File: src/sv/ptq_pkg.sv
// ----------------------------------------------------------------------------
// ptq_pkg: shared types and constants of the periodic timer event queue
// Field structs, operation and status codes, controller states.
// ----------------------------------------------------------------------------
package ptq_pkg;

  localparam int QUEUE_DEPTH = 16;
  localparam int TIME_BITS   = 48;
  localparam int CNT_BITS    = $clog2(QUEUE_DEPTH + 1);

  localparam logic [1:0] OP_INSERT = 2'd0;
  localparam logic [1:0] OP_TICK   = 2'd1;
  localparam logic [1:0] OP_STOP   = 2'd2;

  localparam logic [2:0] ST_FIRED   = 3'd0;
  localparam logic [2:0] ST_NONE    = 3'd1;
  localparam logic [2:0] ST_INSERT  = 3'd2;
  localparam logic [2:0] ST_FULL    = 3'd3;
  localparam logic [2:0] ST_STOPPED = 3'd4;
  localparam logic [2:0] ST_CLEARED = 3'd5;

  typedef struct packed {
    logic [1:0]  operation;
    logic [15:0] task_handle;
    logic [47:0] deadline;
    logic        repeat_req;
    logic [31:0] period;
  } in_item_t;

  typedef struct packed {
    logic [2:0]  status;
    logic [15:0] fired_handle;
    logic [47:0] fired_deadline;
    logic [4:0]  pending_count;
  } out_item_t;

  typedef enum logic [2:0] {
    S_IDLE, S_DECODE, S_REMOVE, S_INSERT, S_STOP, S_DONE
  } state_t;

  // controller -> datapath
  typedef struct packed {
    logic load;       // capture input item
    logic remove;     // shift out head
    logic insert;     // place pending entry (parallel shift)
    logic rearm;      // insert uses re-armed head instead of input item
    logic clear_rep;  // clear repeat marks of matching handle
    logic emit;       // drive result strobe
    logic [2:0] status;
  } ctl_t;

  // datapath -> controller
  typedef struct packed {
    logic [1:0] op;
    logic       full;
    logic       empty;
    logic       due;
    logic       head_rep;
  } sts_t;

endpackage

File: src/sv/ptq_ctrl.sv
// ----------------------------------------------------------------------------
// ptq_ctrl: sequencing state machine of the timer event queue
// Decodes the captured item and steps the datapath through it.
// ----------------------------------------------------------------------------
module ptq_ctrl import ptq_pkg::*; (
  input  logic clk,
  input  logic rst,
  input  logic start,
  input  logic running,
  input  sts_t sts,
  output logic busy,
  output ctl_t ctl
);

  state_t state, state_next;
  logic [2:0] stat, stat_next;

  always_ff @(posedge clk) begin
    if (rst) begin
      state <= S_IDLE;
      stat  <= ST_NONE;
    end else begin
      state <= state_next;
      stat  <= stat_next;
    end
  end

  always_comb begin
    state_next = state;
    stat_next  = stat;
    case (state)
      S_IDLE: begin
        if (start) state_next = S_DECODE;
      end
      S_DECODE: begin
        case (sts.op)
          OP_INSERT: begin
            if (!running) begin
              stat_next = ST_STOPPED; state_next = S_DONE;
            end else if (sts.full) begin
              stat_next = ST_FULL; state_next = S_DONE;
            end else begin
              stat_next = ST_INSERT; state_next = S_INSERT;
            end
          end
          OP_TICK: begin
            if (!sts.empty && sts.due) begin
              stat_next = ST_FIRED; state_next = S_REMOVE;
            end else begin
              stat_next = ST_NONE; state_next = S_DONE;
            end
          end
          OP_STOP: begin
            stat_next = ST_CLEARED; state_next = S_STOP;
          end
          default: begin
            stat_next = ST_NONE; state_next = S_DONE;
          end
        endcase
      end
      S_REMOVE: state_next = (sts.head_rep && running) ? S_INSERT : S_DONE;
      S_INSERT: state_next = S_DONE;
      S_STOP:   state_next = S_DONE;
      S_DONE:   state_next = S_IDLE;
      default:  state_next = S_IDLE;
    endcase
  end

  always_comb begin
    ctl           = '0;
    ctl.status    = stat;
    busy          = (state != S_IDLE);
    case (state)
      S_IDLE:   ctl.load = start;
      S_REMOVE: ctl.remove = 1'b1;
      S_INSERT: begin
        ctl.insert = 1'b1;
        ctl.rearm  = (stat == ST_FIRED);
      end
      S_STOP:   ctl.clear_rep = 1'b1;
      S_DONE:   ctl.emit = 1'b1;
      default:  ctl = '0;
    endcase
  end

endmodule

File: config.mk
export PLATFORM = sky130hd
export DESIGN_NAME = ptq_ctrl
export DESIGN_NICKNAME = d
export VERILOG_FILES = /design/src/sv/ptq_pkg.sv /design/src/sv/ptq_ctrl.sv
export SDC_FILE = /design/constraint.sdc
export NUM_CORES = 1
export LEC_CHECK = 0
export ABC_AREA = 0
export CAP_MARGIN = 30
export CORE_AREA = 2 2 39 41
export CTS_BUF_LIST = sky130_fd_sc_hd__clkbuf_8
export DETAILED_ROUTE_END_ITERATION = 7
export DIE_AREA = 0 0 41 43
export DONT_BUFFER_PORTS = 1
export SYNTH_ARGS = -nofsm -noshare
export SYNTH_HDL_FRONTEND = slang
export SYNTH_SLANG_ARGS = --single-unit
File: constraint.sdc
create_clock -name clk -period 1.5 [get_ports clk]
set_input_delay 0.3 -clock clk [delete_from_list [all_inputs] [get_ports clk]]
set_output_delay 0.3 -clock clk [all_outputs]
set_load 0.01 [all_outputs]
==> results of run 1 <==
-- metal layers --
metal,vias up,global-route usage (%)
li1,200,-
met1,179,15.2
met2,16,17.5
met3,2,6.28
met4,0,8.00
met5,-,0
-- registers in the layout (all words and copies together) (netlist names) --
register	count
stat	3
state	3
-- final timing paths --
| check | end | slack (ns) | cells past startpoint | startpoint |
|---|---|---|---|---|
| min reg2reg | stat[2]$_SDFFE_PP0P_ | 0.49 | 2 | stat[2]$_SDFFE_PP0P_ |
| max | ctl[1] | -0.04 | 3 | state[2]$_SDFFE_PP0P_ |
| min | stat[1]$_SDFFE_PP0P_ | 0.14 | 1 | rst |
| max reg2reg | stat[1]$_SDFFE_PP0P_ | 0.07 | 4 | state[2]$_SDFFE_PP0P_ |
-- stage by stage --
stage               utilization, %  hold slack (ns)  setup WS [ns]  cells  setup TNS, ns
floorplan                        -            0.369         0.0282     49              0
global placement              33.9            0.371         0.0584     69              0
detailed placement            33.9            0.375         0.0263     69              0
CTS                           41.0            0.143        -0.0494     74         -0.150
global route                  42.5            0.128        -0.0831     74         -0.404
finish                        42.5            0.138        -0.0393     74         -0.116
-- Yosys cell counts (all sizes together) --
library cell / count / area (um2)
and3: 1 / 6.26
nor4b: 1 / 8.76
a211o: 1 / 10.0
a21boi: 1 / 7.51
nor2: 1 / 3.75
or3: 3 / 20.0
a211oi: 1 / 7.51
o21ai: 3 / 15.0
nand3b: 3 / 22.5
mux2i: 1 / 10.0
clkbuf: 3 / 12.5
a21o: 1 / 7.51
or3b: 3 / 26.3
a31oi: 1 / 6.26
nor3: 1 / 5.00
and2b: 1 / 8.76
nand2: 2 / 7.51
a21oi: 5 / 25.0
or4: 1 / 8.76
dfxtp: 6 / 120
or4b: 1 / 10.0
o211ai: 1 / 7.51
and2: 3 / 18.8
nor3b: 2 / 15.0
inv: 2 / 7.51
-- cells by family after synthesis --
kind of cell / count (synthesis) / synth area share [%]
mux: 1 / 2.52
flops: 6 / 30.2
buf+inv: 5 / 5.03
simple gates: 23 / 40.6
compound gates: 14 / 21.7
-- critical path, stage by stage, from the launching register on --
cell and delay (ns):
dfxtp_4 0.34, or3b_4 0.39, a21boi_4 0.15, and2_4 0.14
-- timing repair --
| action | in CTS | in global routing |
|---|---|---|
| cloned | 0 | 0 |
| pin swaps | 4 | 1 |
| setup buffers | 2 | 0 |
| gates resized for setup | 13 | 7 |
| endpoints found under the setup margin | 7 | 10 |
-- report_power, final --
part           internal [mW]  switching (mW)
clock                  0.172          0.0667
combinational         0.0901          0.0664
sequential             0.174          0.0151
-- layout make-up --
cell class,instances,area [um2]
multi-input combinational,38,317
sequential,6,128
timing repair buffer,9,75.1
fill,136,796
inverter,2,7.51
clock buffer,3,41.3
tap,16,20.0
==> results.sh, run 1 <==
export IMPL_end_kind="output pin"
export IMPL_slew_limit_headroom_pct=74.4
export IMPL_port_buffers=0
export IMPL_worstPathRequired_ns=1.20
export IMPL_leakage_nw=0.223
export IMPL_totalWireLength_um=968
export IMPL_numCtsBuffers=3
export IMPL_post_drt_via_cell_ratio=5.36
export IMPL_grt_pass1_wl_mm=1.50
export IMPL_layout_common_cells="buf_4 (7), a21oi_1 (4), dfxtp_1 (4)"
export IMPL_cts_max_path_buffers=2
export IMPL_rsz0062_at_grt="true"
export IMPL_layout_drive_gt1_share_pct=51.7
export IMPL_htree_levels=1
export IMPL_critical_path_arrival_ns=1.24
export IMPL_tritoncts="done"
export IMPL_avgSynthCellArea_um2=8.12
export IMPL_grt_ovfl_total=0
export IMPL_grt_antenna_before_repair=0
export IMPL_drc=0
export IMPL_die_w_um=41
export IMPL_grt_pass1_vias=362
export IMPL_period_needed_ns=1.54
export IMPL_report_final_slew_viol_count=0
export IMPL_dr_wl_met3_um=85
export IMPL_floorplan_io_pins=20
export IMPL_die_h_um=43
export IMPL_synth_warning_count=0
export IMPL_synth_nets=59
export IMPL_postCtsHoldBufs=0
export IMPL_start_util_pct=28.8
export IMPL_worst_slack_ns=-0.0393
export IMPL_power_mw=0.585
export IMPL_cts_root_buf="clkbuf_8"
export IMPL_gp_congestion=0.678
export IMPL_die_area_um2=1760
export IMPL_routed_wl_met2_um=454
export IMPL_dp_hpwl_um=701
export IMPL_synth_area_um2=398
export IMPL_placed_cell_area_um2=469
export IMPL_fin_crit_sh_pct=103
export IMPL_wire_per_inst_um=13.1
export IMPL_fmax_ghz=0.650
export IMPL_startpoint_type="register"
export IMPL_crit_type="register to output pin"
export IMPL_worst_pin_slew_ns=0.381
export IMPL_drtPass1Iterations=4
export IMPL_clk_latency_ns=0.22
export IMPL_drv_cap=0
export IMPL_holdCritPathClass="input pin to register"
export IMPL_layout_commonest_cell="buf_4"
export IMPL_vias=397
export IMPL_syn_inst=49
export IMPL_ant_nets=0
export IMPL_powerDensity_nw_per_um2=994
export IMPL_yosysUniqueCellTypes=28
export IMPL_core_area_um2=1380
export IMPL_setup_violations=3
export IMPL_final_cell_area_um2=588
export IMPL_rows=14
export IMPL_outcome="complete, but fails checks"
export IMPL_first_iter_violations=4
export IMPL_wl_met1_um=414
export IMPL_cp_max_fo=3
export IMPL_violations="negative setup slack"
export IMPL_grt_max_degree=8
export IMPL_gr_usage_all_layers_pct=12.8
export IMPL_num_antenna_cells=0
export IMPL_finalClockSkew_ns=0.000787
export IMPL_synth_seq_cells=6
export IMPL_ir_drop_mv=0.478
export IMPL_final_nets=70
export IMPL_hold_viol=0
export IMPL_path_clk_slew_ns=0.04
export IMPL_yosysSeqAreaShare_pct=30.2
export IMPL_syn2layout_area_growth_pct=47.8
export IMPL_top_layer="met4"
export IMPL_cts_sinks=6
No activity file was read; power rests on OpenSTA's default activity.
==> run 2: changes to the inputs <==
--- a/config.mk
+++ b/config.mk
@@ -8,10 +8,10 @@
 export ABC_AREA = 0
 export CAP_MARGIN = 30
 export CORE_AREA = 2 2 39 41
-export CTS_BUF_LIST = sky130_fd_sc_hd__clkbuf_8
 export DETAILED_ROUTE_END_ITERATION = 7
 export DIE_AREA = 0 0 41 43
 export DONT_BUFFER_PORTS = 1
+export MAX_ROUTING_LAYER = met4
 export SYNTH_ARGS = -nofsm -noshare
 export SYNTH_HDL_FRONTEND = slang
 export SYNTH_SLANG_ARGS = --single-unit
==> results.sh, run 2 (synthesis results as in run 1) <==
export IMPL_grt_max_degree=8
export IMPL_regArea_um2=129
export IMPL_ir_drop_mv=0.280
export IMPL_tritoncts="done"
export IMPL_first_iter_violations=5
export IMPL_multi_input_area_um2=322
export IMPL_startpoint_type="register"
export IMPL_cts_max_path_buffers=2
export IMPL_leakage_nw=0.220
export IMPL_drc=0
export IMPL_start_util_pct=28.8
export IMPL_wire_per_inst_um=12.7
export IMPL_fin_crit_sh_pct=104
export IMPL_drv_cap=0
export IMPL_grt_antenna_before_repair=0
export IMPL_fmax_ghz=0.642
export IMPL_num_antenna_cells=0
export IMPL_worstPathRequired_ns=1.20
export IMPL_worst_slack_ns=-0.0584
export IMPL_period_needed_ns=1.56
export IMPL_violations="negative setup slack"
export IMPL_layout_commonest_cell="buf_4"
export IMPL_port_buffers=0
export IMPL_layout_drive_gt1_share_pct=55.2
export IMPL_setup_violations=4
export IMPL_layout_common_cells="buf_4 (6), a21oi_1 (4)"
export IMPL_postCtsHoldBufs=0
export IMPL_post_drt_via_cell_ratio=5.47
export IMPL_finalClockSkew_ns=0.00115
export IMPL_vias=405
export IMPL_dp_hpwl_um=701
export IMPL_fill_cells=140
export IMPL_critical_path_arrival_ns=1.26
export IMPL_grt_ovfl_total=0
export IMPL_cts_sinks=6
export IMPL_die_w_um=41
export IMPL_powerDensity_nw_per_um2=849
export IMPL_clk_latency_ns=0.24
export IMPL_die_area_um2=1760
export IMPL_cp_max_fo=3
export IMPL_hold_viol=0
export IMPL_syn2layout_area_growth_pct=45.6
export IMPL_outcome="complete, but fails checks"
export IMPL_final_util_pct=41.9
export IMPL_numCtsBuffers=3
export IMPL_slew_limit_headroom_pct=74.5
export IMPL_cts_root_buf="clkbuf_4"
export IMPL_totalWireLength_um=942
export IMPL_worst_pin_slew_ns=0.380
export IMPL_power_mw=0.492
export IMPL_grt_pass1_wl_mm=1.46
export IMPL_core_area_um2=1380
export IMPL_ant_nets=0
export IMPL_drtPass1Iterations=4
export IMPL_path_clk_slew_ns=0.04
export IMPL_floorplan_io_pins=20
export IMPL_crit_type="register to output pin"
export IMPL_final_nets=70
export IMPL_end_kind="output pin"
export IMPL_rsz0062_at_grt="true"
export IMPL_gr_usage_all_layers_pct=12.5
export IMPL_reg_largest_list="stat x3, state x3"
export IMPL_die_h_um=43
export IMPL_holdCritPathClass="input pin to register"
export IMPL_grt_pass1_vias=356
export IMPL_report_final_slew_viol_count=0
export IMPL_rows=14
export IMPL_gp_congestion=0.684
export IMPL_htree_levels=1
[run 2: cell count changes in the layout (fill, tap and decap cells not counted)]
cell / delta
dfxtp_2: +1
nor3b_2: +1
clkbuf_4: +3
buf_4: -1
nor3b_1: -1
buf_6: +1
clkbuf_8: -3
dfxtp_1: -1
[run 2: per-stage QoR]
stage               TNS (ns)  cells  setup slack [ns]  cell area (um2)  hold slack [ns]
CTS                   -0.239     74           -0.0714              562            0.121
floorplan                  0     49            0.0282              409            0.369
detailed placement         0     69            0.0263              469            0.375
global route          -0.500     74            -0.104              579            0.104
global placement           0     69            0.0584              469            0.371
finish                -0.175     74           -0.0584              579            0.119
[run 2: metal layers]
layer	share of wire, %	wire [um]	vias up	global-route usage (%)
met4	1.2	11	0	6.00
met2	47	443	21	16.6
li1	-	-	201	-
met5	0	0	-	-
met3	8.8	83	2	6.28
met1	43	404	181	15.2
[run 2: area by class of cell]
class / count / area share (%)
Clock buffer: 3 / 3.89
Multi-Input combinational cell: 38 / 55.5
Timing Repair Buffer: 9 / 13.6
Tap cell: 16 / 3.46
Inverter: 2 / 1.30
Sequential cell: 6 / 22.2
[run 2: critical path: stages, from the launching register on]
cell and delay [ns]:
dfxtp_4 0.34, or3b_4 0.39, a21boi_4 0.15, and2_4 0.14
[run 2: what timing repair did]
item	in CTS	in global routing
gates resized for setup	17	6
pin swaps	4	1
buffers inserted	2	0
endpoints found under the setup margin	7	11
[run 2: final timing paths]
| check | cells past startpoint | to | slack, ns | start |
|---|---|---|---|---|
| setup / recovery | 3 | ctl[1] | -0.06 | state[2]$_SDFFE_PP0P_ |
| hold / removal | 1 | stat[1]$_SDFFE_PP0P_ | 0.12 | rst |
| setup reg to reg | 4 | stat[1]$_SDFFE_PP0P_ | 0.07 | state[2]$_SDFFE_PP0P_ |
| hold reg to reg | 2 | stat[2]$_SDFFE_PP0P_ | 0.49 | stat[2]$_SDFFE_PP0P_ |
[run 2: report_power, final]
part | leakage (nW) | internal [mW] | switching (mW) | total, mW
clock | 0.0138 | 0.0901 | 0.0523 | 0.142
combinational | 0.155 | 0.0929 | 0.0667 | 0.160
sequential | 0.0510 | 0.175 | 0.0156 | 0.190
==> run 3: changes to the inputs <==
--- a/config.mk
+++ b/config.mk
@@ -15,3 +15,4 @@
 export SYNTH_ARGS = -nofsm -noshare
 export SYNTH_HDL_FRONTEND = slang
 export SYNTH_SLANG_ARGS = --single-unit
+export TNS_END_PERCENT = 10
==> results.sh, run 3 (synthesis results as in run 1) <==
export IMPL_worst_pin_slew_ns=0.384
export IMPL_num_antenna_cells=0
export IMPL_ir_drop_mv=0.279
export IMPL_end_kind="output pin"
export IMPL_startpoint_type="register"
export IMPL_layout_common_cells="buf_4 (7), a21oi_1 (4), dfxtp_1 (4)"
export IMPL_powerDensity_nw_per_um2=850
export IMPL_floorplan_io_pins=20
export IMPL_gp_congestion=0.684
export IMPL_layout_drive_gt1_share_pct=51.7
export IMPL_holdCritPathClass="input pin to register"
export IMPL_start_util_pct=28.8
export IMPL_worst_path_buf_inv=0
export IMPL_r2r_slack_ns=0.07
export IMPL_power_mw=0.488
export IMPL_max_stage_delay_ns=0.39
export IMPL_drtPass1Iterations=4
export IMPL_fin_crit_sh_pct=104
export IMPL_hold_viol=0
export IMPL_reg_largest_list="stat x3, state x3"
export IMPL_port_buffers=0
export IMPL_core_area_um2=1380
export IMPL_die_w_um=41
export IMPL_critical_path_arrival_ns=1.26
export IMPL_dp_hpwl_um=701
export IMPL_final_nets=70
export IMPL_clk_latency_ns=0.24
export IMPL_ant_nets=0
export IMPL_cts_sinks=6
export IMPL_htree_levels=1
export IMPL_cts_max_path_buffers=2
export IMPL_vias=401
export IMPL_drc=0
export IMPL_post_drt_via_cell_ratio=5.42
export IMPL_violations="negative setup slack"
export IMPL_postCtsHoldBufs=0
export IMPL_wire_per_inst_um=12.7
export IMPL_worstPathRequired_ns=1.20
export IMPL_rows=14
export IMPL_die_area_um2=1760
export IMPL_gr_usage_all_layers_pct=12.5
export IMPL_fmax_ghz=0.641
export IMPL_finalClockSkew_ns=0.000453
export IMPL_grt_ovfl_total=0
export IMPL_drv_cap=0
export IMPL_leakage_nw=0.218
export IMPL_period_needed_ns=1.56
export IMPL_slew_limit_headroom_pct=74.2
export IMPL_cp_max_fo=3
export IMPL_tritoncts="done"
export IMPL_crit_chain="or3b_4 > a21boi_4 > and2_4"
export IMPL_die_h_um=43
export IMPL_crit_type="register to output pin"
export IMPL_grt_pass1_vias=356
export IMPL_report_final_slew_viol_count=0
export IMPL_layout_commonest_cell="buf_4"
export IMPL_setup_violations=6
export IMPL_rsz0062_at_grt="true"
export IMPL_totalWireLength_um=943
export IMPL_slowest_stage="or3b_4"
export IMPL_path_clk_slew_ns=0.04
export IMPL_critPathTopFamily="simple AND/OR/NAND/NOR gates"
export IMPL_numCtsBuffers=3
export IMPL_grt_max_degree=8
export IMPL_grt_pass1_wl_mm=1.46
export IMPL_grt_antenna_before_repair=0
export IMPL_pre_cts_ws_ns=0.0263
export IMPL_first_iter_violations=3
export IMPL_worst_slack_ns=-0.0591
export IMPL_outcome="complete, but fails checks"
export IMPL_syn2layout_area_growth_pct=44.3
export IMPL_cts_root_buf="clkbuf_4"
## run 3: cell types whose count changed in the layout (fill, tap and decap cells not counted)
cell     delta
buf_6       -1
inv_1       +1
inv_2       -1
buf_4       +1
dfxtp_2     -1
dfxtp_1     +1
## run 3: path summary, 6_finish.rpt
kind / start / endpoint / cells after the start
setup / recovery: state[2]$_SDFFE_PP0P_ / ctl[1] / 3
setup reg to reg: state[2]$_SDFFE_PP0P_ / stat[1]$_SDFFE_PP0P_ / 4
hold / removal: rst / stat[1]$_SDFFE_PP0P_ / 1
hold reg to reg: stat[2]$_SDFFE_PP0P_ / stat[2]$_SDFFE_PP0P_ / 2
## run 3: repair_timing
| action | 4_1_cts | 5_1_grt |
|---|---|---|
| setup buffers | 2 | 0 |
| gates resized for setup | 15 | 5 |
| endpoints found under the setup margin | 7 | 11 |
| pin swaps | 4 | 1 |
| hold endpoints to repair | 0 | 0 |
## run 3: where the power goes
| group | internal [mW] | total [mW] | switching [mW] |
|---|---|---|---|
| clock network | 0.0900 | 0.142 | 0.0516 |
| logic | 0.0908 | 0.158 | 0.0671 |
| registers | 0.174 | 0.189 | 0.0149 |
## run 3: stage by stage
| stage | util (%) | TNS [ns] | cell area (um2) | hold slack, ns | std cells |
|---|---|---|---|---|---|
| 2_1_floorplan | - | 0 | 409 | 0.369 | 49 |
| 3_3_place_gp | 33.9 | 0 | 469 | 0.371 | 69 |
| 3_5_place_dp | 33.9 | 0 | 469 | 0.375 | 69 |
| 4_1_cts | 40.2 | -0.263 | 557 | 0.121 | 74 |
| 5_1_grt | 41.5 | -0.601 | 574 | 0.104 | 74 |
| 6_report | 41.5 | -0.211 | 574 | 0.120 | 74 |
## run 3: final cells by class
type	count	area (um2)
Tap cell	16	20.0
Sequential cell	6	128
Inverter	2	7.51
Fill cell	139	810
Timing Repair Buffer	9	75.1
Multi-Input combinational cell	38	322
Clock buffer	3	22.5
## run 3: per-layer routing
layer	GRT usage (%)	wire, um	up-vias
met4	6.00	11	0
li1	-	-	200
met1	15.2	409	180
met3	6.28	81	2
met2	16.6	441	19
met5	-	0	-
